$ cat src/design/psd_pkg.sv
package psd_pkg;

  localparam int unsigned ID_W   = 16;
  localparam int unsigned PRIO_W = 8;

  localparam logic       KIND_ENQ  = 1'b0;
  localparam logic       KIND_DISP = 1'b1;

  localparam logic       PASS_STACK = 1'b0;
  localparam logic       PASS_QUEUE = 1'b1;

  localparam logic [PRIO_W-1:0] THRESH_RESET = 8'd5;

  typedef enum logic [1:0] {
    ST_IDLE,
    ST_READ,
    ST_EVAL,
    ST_FLUSH
  } psd_state_t;

endpackage

$ cat src/design/priority_split_dispatcher_top.sv
// Priority split dispatcher.
// in_* carries beats of two kinds (in_tuser): enqueue appends the id and
// priority in in_tdata to a store of QUEUE_DEPTH entries, or drops it when
// the store is full; dispatch drains the store. A dispatch first returns,
// newest first, every entry whose priority is at or above the threshold
// (out_tuser = 1), then the rest oldest first (out_tuser = 0). out_tlast
// marks the final beat; an empty store gives no beats.
// cfg_* writes the 8-bit threshold; cfg_ready is always high.
// An enqueue is taken while in_tready stays high. A dispatch visits each
// entry twice through one memory port and one comparator, a read state and
// a compare state per visit, and pauses for any out_tready stall. in_tready
// is low for the whole dispatch. Each result is held in a staging register
// until the next match or the flush, so that last can be marked.
// When the receiver stalls, the output register holds its beat and the walk
// pauses at the next match. Reset (rst_n low, synchronous) empties the
// store, drops any pending output and sets the threshold to 5.
module priority_split_dispatcher_top #(
  parameter int unsigned QUEUE_DEPTH = 64
) (
  input  logic                       clk,
  input  logic                       rst_n,
  input  logic                       in_tvalid,
  output logic                       in_tready,
  input  logic [23:0]                in_tdata,   // [15:0] process_id, [23:16] priority_req
  input  logic                       in_tuser,   // kind
  output logic                       out_tvalid,
  input  logic                       out_tready,
  output logic [15:0]                out_tdata,  // [15:0] process_id_res
  output logic                       out_tuser,  // from_stack
  output logic                       out_tlast,
  input  logic                       cfg_valid,
  output logic                       cfg_ready,
  input  logic [psd_pkg::PRIO_W-1:0] cfg_data
);
  import psd_pkg::*;

  localparam int unsigned AW = (QUEUE_DEPTH > 1) ? $clog2(QUEUE_DEPTH) : 1;
  localparam int unsigned CW = $clog2(QUEUE_DEPTH + 1);

  psd_state_t state_r, state_nxt;

  logic [ID_W-1:0]   mem_id   [QUEUE_DEPTH];
  logic [PRIO_W-1:0] mem_prio [QUEUE_DEPTH];

  logic [CW-1:0]     cnt_r, cnt_nxt;
  logic [AW-1:0]     idx_r, idx_nxt;
  logic              pass_r, pass_nxt;
  logic [PRIO_W-1:0] thr_r;
  logic [ID_W-1:0]   rd_id_r;
  logic [PRIO_W-1:0] rd_prio_r;

  logic              hold_vld_r, hold_vld_nxt;
  logic [ID_W-1:0]   hold_id_r;
  logic              hold_stk_r;

  logic              out_vld_r, out_vld_nxt;
  logic [ID_W-1:0]   out_id_r;
  logic              out_stk_r;
  logic              out_last_r;

  logic              in_fire, is_enq, is_disp, full, out_free;
  logic              wr_en, rd_en, match, eval_go;
  logic              load_hold, push_hold, push_last;
  logic [CW-1:0]     cnt_m1;
  logic [AW-1:0]     last_idx;

  assign in_tready  = (state_r == ST_IDLE);
  assign cfg_ready  = 1'b1;
  assign out_tvalid = out_vld_r;
  assign out_tdata  = out_id_r;
  assign out_tuser  = out_stk_r;
  assign out_tlast  = out_last_r;

  assign in_fire  = in_tvalid && in_tready;
  assign is_enq   = in_fire && (in_tuser == KIND_ENQ);
  assign is_disp  = in_fire && (in_tuser == KIND_DISP);
  assign full     = (cnt_r == CW'(QUEUE_DEPTH));
  assign out_free = !out_vld_r || out_tready;
  assign wr_en    = is_enq && !full;
  assign cnt_m1   = cnt_r - 1'b1;
  assign last_idx = cnt_m1[AW-1:0];

  // Shared comparator: stack pass takes >= threshold, queue pass the rest.
  assign match   = (rd_prio_r >= thr_r) ^ (pass_r == PASS_QUEUE);
  // A match must move the staged beat out first, so wait for a free slot.
  assign eval_go = !(match && hold_vld_r && !out_free);

  // Next state.
  always_comb begin
    state_nxt = state_r;
    unique case (state_r)
      ST_IDLE: begin
        if (is_disp && (cnt_r != '0)) state_nxt = ST_READ;
      end
      ST_READ: state_nxt = ST_EVAL;
      ST_EVAL: begin
        if (eval_go) begin
          if ((pass_r == PASS_QUEUE) && (idx_r == last_idx)) state_nxt = ST_FLUSH;
          else                                               state_nxt = ST_READ;
        end
      end
      ST_FLUSH: begin
        if (!hold_vld_r || out_free) state_nxt = ST_IDLE;
      end
      default: state_nxt = ST_IDLE;
    endcase
  end

  // Datapath controls.
  always_comb begin
    rd_en     = 1'b0;
    load_hold = 1'b0;
    push_hold = 1'b0;
    push_last = 1'b0;
    idx_nxt   = idx_r;
    pass_nxt  = pass_r;
    cnt_nxt   = cnt_r;
    unique case (state_r)
      ST_IDLE: begin
        if (wr_en) cnt_nxt = cnt_r + 1'b1;
        if (is_disp) begin
          idx_nxt  = last_idx;
          pass_nxt = PASS_STACK;
        end
      end
      ST_READ: rd_en = 1'b1;
      ST_EVAL: begin
        if (eval_go) begin
          load_hold = match;
          push_hold = match && hold_vld_r;
          if (pass_r == PASS_STACK) begin
            if (idx_r == '0) pass_nxt = PASS_QUEUE;
            else             idx_nxt  = idx_r - 1'b1;
          end else if (idx_r != last_idx) begin
            idx_nxt = idx_r + 1'b1;
          end
        end
      end
      ST_FLUSH: begin
        if (!hold_vld_r || out_free) begin
          push_hold = hold_vld_r;
          push_last = hold_vld_r;
          cnt_nxt   = '0;
        end
      end
      default: ;
    endcase
  end

  always_comb begin
    hold_vld_nxt = hold_vld_r;
    if (load_hold)      hold_vld_nxt = 1'b1;
    else if (push_hold) hold_vld_nxt = 1'b0;

    out_vld_nxt = out_vld_r;
    if (push_hold)       out_vld_nxt = 1'b1;
    else if (out_tready) out_vld_nxt = 1'b0;
  end

  always_ff @(posedge clk) begin
    if (!rst_n) begin
      state_r    <= ST_IDLE;
      cnt_r      <= '0;
      idx_r      <= '0;
      pass_r     <= PASS_STACK;
      thr_r      <= THRESH_RESET;
      hold_vld_r <= 1'b0;
      out_vld_r  <= 1'b0;
    end else begin
      state_r    <= state_nxt;
      cnt_r      <= cnt_nxt;
      idx_r      <= idx_nxt;
      pass_r     <= pass_nxt;
      hold_vld_r <= hold_vld_nxt;
      out_vld_r  <= out_vld_nxt;
      if (cfg_valid && cfg_ready) thr_r <= cfg_data;
    end
  end

  // Payload registers.
  always_ff @(posedge clk) begin
    if (load_hold) begin
      hold_id_r  <= rd_id_r;
      hold_stk_r <= (pass_r == PASS_STACK);
    end
    if (push_hold) begin
      out_id_r   <= hold_id_r;
      out_stk_r  <= hold_stk_r;
      out_last_r <= push_last;
    end
  end

  // Entry store: one write port, one registered read port.
  always_ff @(posedge clk) begin
    if (wr_en) begin
      mem_id[cnt_r[AW-1:0]]   <= in_tdata[ID_W-1:0];
      mem_prio[cnt_r[AW-1:0]] <= in_tdata[ID_W +: PRIO_W];
    end
    if (rd_en) begin
      rd_id_r   <= mem_id[idx_r];
      rd_prio_r <= mem_prio[idx_r];
    end
  end

endmodule

$ cat config.mk
export PLATFORM = sky130hd
export DESIGN_NAME = priority_split_dispatcher_top
export DESIGN_NICKNAME = d
export VERILOG_FILES = /design/src/design/psd_pkg.sv /design/src/design/priority_split_dispatcher_top.sv
export SDC_FILE = /design/constraint.sdc
export NUM_CORES = 1
export LEC_CHECK = 0
export BUFFER_PORTS_ARGS = -buffer_cell sky130_fd_sc_hd__buf_2
export CORE_MARGIN = 1
export CORE_UTILIZATION = 48
export CTS_CLUSTER_SIZE = 40
export DETAILED_ROUTE_END_ITERATION = 8
export GPL_TIMING_DRIVEN = 1
export PLACE_DENSITY = 0.66
export SLEW_MARGIN = 25
export SYNTH_ARGS = -nofsm -noshare
export SYNTH_HDL_FRONTEND = slang
export SYNTH_SLANG_ARGS = --single-unit
$ cat constraint.sdc
create_clock -name clk -period 3.7 [get_ports clk]
set_clock_uncertainty 0.2 [all_clocks]
set_input_delay 0.185 -clock clk [delete_from_list [all_inputs] [get_ports clk]]
set_output_delay 0.185 -clock clk [all_outputs]
set_load 0.02 [all_outputs]
==> impl_metrics.toml, run 1 <==
[outcome]
status = "completed"

[place]
port-buffer-count = 57
dp_cells = 4755
place.gp.congestion = 0.8636
post_dp_cell_area_sq_um = 66490
dp_slack_ns = 0.1064
dp_hpwl_um = 90720

[worst_setup_path]
endpoint_kind = "flop"
crit_fanout = 26
path_cells = "buf_12 -> buf_12 -> mux4_2 -> mux2i_1 -> a21boi_0 -> o22ai_1 -> a21oi_1"
critPathArrivalTime_ns = 3.89
cp-start-kind = "flop"
critPathKind = "reg2reg"
cp_slowest_cell = "o22ai_1"
crit_path_max_incr_delay_ns = 0.75
cpMostUsedCell = "buf_12"
cp.required_ns = 3.99

[pwr]
leakage_nw = 22.22
peakVddDrop_uv = 503.9
power_density_nw_per_um2 = 536.8
p_total_mw = 38.66

[cells_and_area]
final_util_pct = 55.54
syn2layout_area_growth_pct = 14.62
final_area_sq_um = 72010
fin_nets = 3279
final_cells = 5096
drive_gt1_share_pct = 27.71
n_fill_cell = 9427

[timing]
period_needed_ns = 3.592
worst_hold_slack_ns = 0.06896
hold_viol_final = 0
final.setup.worst_slack_ns = 0.1076
slew_viol_final = 0
finalSetupTns_ns = 0
slew_headroom_pct = 32.38
max_freq_mhz = 278.4
setup_violations = 0
tightest_slew_ns = 1.014
grt_setup_unrepaired = "no"
fin_crit_sh_pct = 97.09

[detailed_routing]
vias = 31070
routed_wl_um = 155500
routedWlPerCell_um = 30.52
viasPerCell = 6.096
drtAntennaViolNets = 0
drtIter0Drc = 3608
drc = 0
first_pass_iters = 5

[synth]
synth_top_area_share_pct = 76.24
synth_top_area_cell = "edfxtp_1"
synth-seq-cells = 1621
yosysUniqueCellTypes = 68
synthFlopType = "edfxtp_1"
ys_top_cells_by_area = "edfxtp_1, mux4_2, mux2i_1, mux2_2, dfxtp_1"
syn-num-nets = 2995
syn_inst = 2941
synth-edff-count = 1595
synth_area_per_cell_sq_um = 21.36
yosysSeqAreaShare_pct = 77.07
synth_area_sq_um = 62820
yosysWarnings = 0
ys_async_sr_fraction_pct = 0

[floorplan]
die_width_um = 363.8
chipHeight_um = 363.8
rows = 132
initial_core_util_pct = 48.46
pin_count = 59
die_area_sq_um = 132300
core_sq_um = 129600

[grt]
antenna_found_initial = 9
gr-usage-all-layers_pct = 23.87
grt_pass1_wl_um = 221700
grt_pass1_vias = 31300
grt_start_max_net_pins = 65
grt-ovfl-total = 0

[min_path]
min_path_type = "in2reg"

[clock_tree]
cts-root-buf = "clkbuf_16"
cts_made_buffers = 156
tritoncts = "done"
htree_levels = 4
cts_sinks = 1621
cts_resized = 0
clk_pin_slew_ns = 0.06
clockBufferDepth = 3
worstSkewPairLatency_ns = 0.79

[run]
maxCapViolCount = 0
sequential cells by signal (all words and copies together) (netlist names), 2 cells and up:
name and flops:
mem_id 1024, mem_prio 512, hold_id_r 16, out_tdata 16
rd_id_r 16, rd_prio_r 8, thr_r 8, cnt_r 7
idx_r 6, state_r 2
where the power goes:
part / leakage (nW) / switching (mW) / total (mW) / internal (mW)
Sequential: 14.6 / 0.0691 / 20.3 / 20.2
Clock: 2.43 / 6.69 / 15.5 / 8.81
Combinational: 5.24 / 1.72 / 2.88 / 1.16
cell type report:
cell class / instances / area (sq um) / share of cell area [%]
Sequential cell: 1621 / 48440 / 67.26
Clock inverter: 90 / 877.1 / 1.218
Tap cell: 1742 / 2180 / 3.027
Clock buffer: 196 / 4095 / 5.687
Multi-Input combinational cell: 1140 / 13580 / 18.85
Timing Repair Buffer: 289 / 2778 / 3.857
Antenna cell: 1 / 2.502 / 0.003475
Inverter: 17 / 63.81 / 0.08862
cell families (layout without fill, tap and decap cells):
logic type / Yosys count / count (layout) / share of synthesized area (%)
DFF: 1621 / 1621 / 77.07
muxes: 548 / 548 / 15.69
AOI/OAI and AO/OA: 280 / 280 / 3.027
and+or+nand+nor: 275 / 275 / 1.950
buffers and inverters: 180 / 592 / 1.623
xor gates and xnor gates: 20 / 20 / 0.3007
adders and majority gates: 16 / 16 / 0.3306
other: 1 / 2 / 0.005969
cell usage in the layout, fill, tap and decap left out, types with 30 or more instances in the layout:
cell type      Yosys  routed
buf_12             1      48
nor2_2             0      64
o22ai_1           31      31
clkbuf_16          0     157
buf_4             24     136
o21ai_0           47      47
nor2_1           115      51
dlygate4sd3_1      0      54
edfxtp_1        1595    1595
a211oi_1          30      30
a21oi_1           55      55
clkbuf_1          68      37
mux4_2           342     342
mux2i_1          154     154
mux2_2            50      50
nand2_1           76      76
buf_2             25      51
clkinv_1           0      30
routing by layer:
layer	track usage, %	share of wire [%]	up-vias	wire (um)
met5	0	0.022	-	34
met4	7.645	2.7	6	4215
met3	5.697	9.3	221	14460
met2	37.32	47	1461	73800
met1	33.29	41	16520	63030
li1	-	-	12860	-
worst paths after layout:
check	start	to	slack, ns	depth (start not counted)
worst max register to register	idx_r[0]	rd_prio_r[4]	0.11	7
worst min register to register	hold_id_r[10]	out_tdata[10]	0.22	0
worst max-delay path	idx_r[0]	rd_prio_r[4]	0.11	7
worst min-delay path	in_tdata[18]	mem_prio[45][2]	0.07	2
synthesized netlist by cell type (all sizes together) (6+ instances only):
master	instances
o221ai	29
mux2i	154
a21oi	55
dfxtp	26
or3	6
o211ai	7
xnor2	7
a31oi	7
xor2	12
o21ai	51
nand2b	6
o21a	6
nand3	20
nor2	115
a22oi	9
o22ai	31
a221oi	15
nand2	76
a211oi	30
inv	17
nor2b	20
clkbuf	68
edfxtp	1595
ha	15
mux2	50
nor3	14
buf	95
mux4	344
critical path: cells and delay by family (launching register included):
kind	cells	cell delay, ns
compound gates	3	1.10
buf+inv	2	0.45
flops	1	0.60
mux	2	0.91
timing repair:
item                                   in CTS  in global routing
hold buffers                               52                  2
setup buffers                               0                  0
endpoints found under the hold margin     874                128
No activity file was read; power rests on OpenSTA's default activity.
==> inputs of run 2 (changes only) <==
--- a/config.mk
+++ b/config.mk
@@ -7,11 +7,12 @@
 export LEC_CHECK = 0
 export BUFFER_PORTS_ARGS = -buffer_cell sky130_fd_sc_hd__buf_2
 export CORE_MARGIN = 1
-export CORE_UTILIZATION = 48
+export CORE_UTILIZATION = 55
 export CTS_CLUSTER_SIZE = 40
 export DETAILED_ROUTE_END_ITERATION = 8
+export GPL_ROUTABILITY_DRIVEN = 0
 export GPL_TIMING_DRIVEN = 1
-export PLACE_DENSITY = 0.66
+export PLACE_DENSITY = 0.74
 export SLEW_MARGIN = 25
 export SYNTH_ARGS = -nofsm -noshare
 export SYNTH_HDL_FRONTEND = slang
==> run 2 against run 1 <==
Compared with the run above: design area shrank 0.37%; die area shrank 13%; final cell count shrank 4.0%; hold slack gained 0.078 ns; largest power group unchanged; highest routed layer unchanged; via count grew 3.4%; worst setup slack gained 0.044 ns; clock-buffer cell count grew 2; register-to-register slack gained 0.04 ns.
==> impl_metrics.toml, run 2 (synthesized netlist as in run 1, its figures left out) <==
[pwr]
p_switching_mw = 8.431
intPower_mw = 29.68
pwr-share-seq_pct = 53.2
switching_share_pct = 22.12
leakage_nw = 22.34
power_density_nw_per_um2 = 531.2
pwr-share-clk_pct = 39.1
peakVddDrop_uv = 433.5
p_comb_share_pct = 7.6

[floorplan]
rows = 123
die_area_sq_um = 115600
initial_core_util_pct = 55.69
die_width_um = 340.0
chipHeight_um = 340.0
core_sq_um = 112800
pin_count = 59

[cells_and_area]
drive_gt1_share_pct = 28.19
largest_reg_flops = 1024
fin_nets = 3325
final_cells = 4890
layout_commonest_cell = "edfxtp_1"
final_util_pct = 63.60
n_fill_cell = 7151
most-common-layout-cells = "edfxtp_1, mux4_2, buf_4"
syn2layout_area_growth_pct = 14.20

[detailed_routing]
drtIter0Drc = 4220
first_pass_iters = 6
routed_wl_um = 159200
routedWlPerCell_um = 32.56
viasPerCell = 6.567
drtAntennaViolNets = 0
drc = 0
vias = 32110

[timing]
fin_crit_sh_pct = 95.90
tightest_slew_ns = 1.059
final.setup.worst_slack_ns = 0.1515
setup_violations = 0
max_freq_mhz = 281.8
slew_headroom_pct = 29.24
slew_viol_final = 0
worst_hold_slack_ns = 0.1468
hold_viol_final = 0
period_needed_ns = 3.548
finalSetupTns_ns = 0
grt_setup_unrepaired = "no"

[clock_tree]
clockBufferDepth = 3
cts_sinks = 1621
tritoncts = "done"
clk_pin_slew_ns = 0.06
cts_resized = 0
htree_levels = 4
worstSkewPairLatency_ns = 0.76
cts-root-buf = "clkbuf_16"
cts_made_buffers = 157

[grt]
antenna_found_initial = 6
gr-usage-all-layers_pct = 27.87
grt_pass1_wl_um = 228900
grt_pass1_vias = 32610
grt_start_max_net_pins = 80
grt-ovfl-total = 0

[place]
dp_hpwl_um = 92940
dp_cells = 4550
port-buffer-count = 57
dp_slack_ns = 0.03796

[worst_setup_path]
cp_slowest_cell = "dfxtp_4"
endpoint_kind = "flop"
crit_family = "compound AO/OA/AOI/OAI gates"
crit_fanout = 33
cp.required_ns = 3.99
critPathKind = "reg2reg"
path_cells = "buf_12 -> buf_12 -> mux4_2 -> nor2b_1 -> a211oi_1 -> o21ai_0 -> a21oi_1 -> a21oi_1"
critPathArrivalTime_ns = 3.84
crit_path_max_incr_delay_ns = 0.62
cp-start-kind = "flop"
path_buf_inv = 2

[run]
maxCapViolCount = 0

[min_path]
min_path_type = "in2reg"

[outcome]
status = "completed"
-- run 2: changes by cell type in the layout (fill, tap and decap cells not counted), moves of 5 or more --
cell / before / now
dlygate4sd3_1: 54 / 61
buf_12: 48 / 38
clkinv_1: 30 / 35
buf_4: 136 / 187
bufinv_16: 13 / 3
-- run 2: worst reg2reg max path: cells and delay by family (launching register included) --
| family | cells | cell delay (ns) |
|---|---|---|
| AO/OA/AOI/OAI | 4 | 1.20 |
| buffers and inverters | 2 | 0.57 |
| flip-flops | 1 | 0.62 |
| multiplexers | 1 | 0.54 |
| AND/OR/NAND/NOR | 1 | 0.15 |
-- run 2: per-layer routing --
metal	up-vias	GRT usage (%)	share of wire [%]
met1	16790	38.32	37
met5	-	0	0.013
li1	12930	-	-
met4	4	11.05	4.0
met3	342	6.027	12
met2	2046	44.00	48
-- run 2: area by class of cell --
class                   instances  area [sq um]  share of cell area, %
well taps                    1500          1877                  2.616
repair buffers                334          3015                  4.203
clock inverters                78         558.0                 0.7778
diodes                          2         5.005               0.006976
multi-input cells            1140         13580                  18.93
inverters                      17         63.81                0.08895
clock buffers                 198          4208                  5.865
flip-flops and latches       1621         48440                  67.51
-- run 2: worst paths after layout --
kind,start,end,slack [ns],cells after the start
setup / recovery,idx_r[0],rd_id_r[13],0.15,8
hold / removal,rst_n,idx_r[2],0.15,4
setup reg to reg,idx_r[0],rd_id_r[13],0.15,8
hold reg to reg,hold_id_r[15],out_tdata[15],0.22,0
-- run 2: timing repair --
| action | in CTS | in global routing |
|---|---|---|
| hold endpoints to repair | 725 | 396 |
| endpoints found under the setup margin | 0 | 1 |
| setup buffers | 0 | 1 |
| hold buffers | 54 | 7 |
-- run 2: power groups by stage --
stage	registers, mW	logic (mW)	clock network [mW]
finish	20.3	2.91	14.9
global route	20.3	3.03	15.8
CTS	20.3	2.86	15.1
detailed placement	20.7	2.78	0
global placement	20.7	2.70	0
floorplan	20.6	1.65	0
-- run 2: stage by stage --
step                      power (mW)  area (sq um)
after floorplan                22.26         62830
after global placement         23.37         66300
after detailed placement       23.46         66320
after CTS                      38.21         71630
after global routing           39.07         71740
final                          38.11         71740
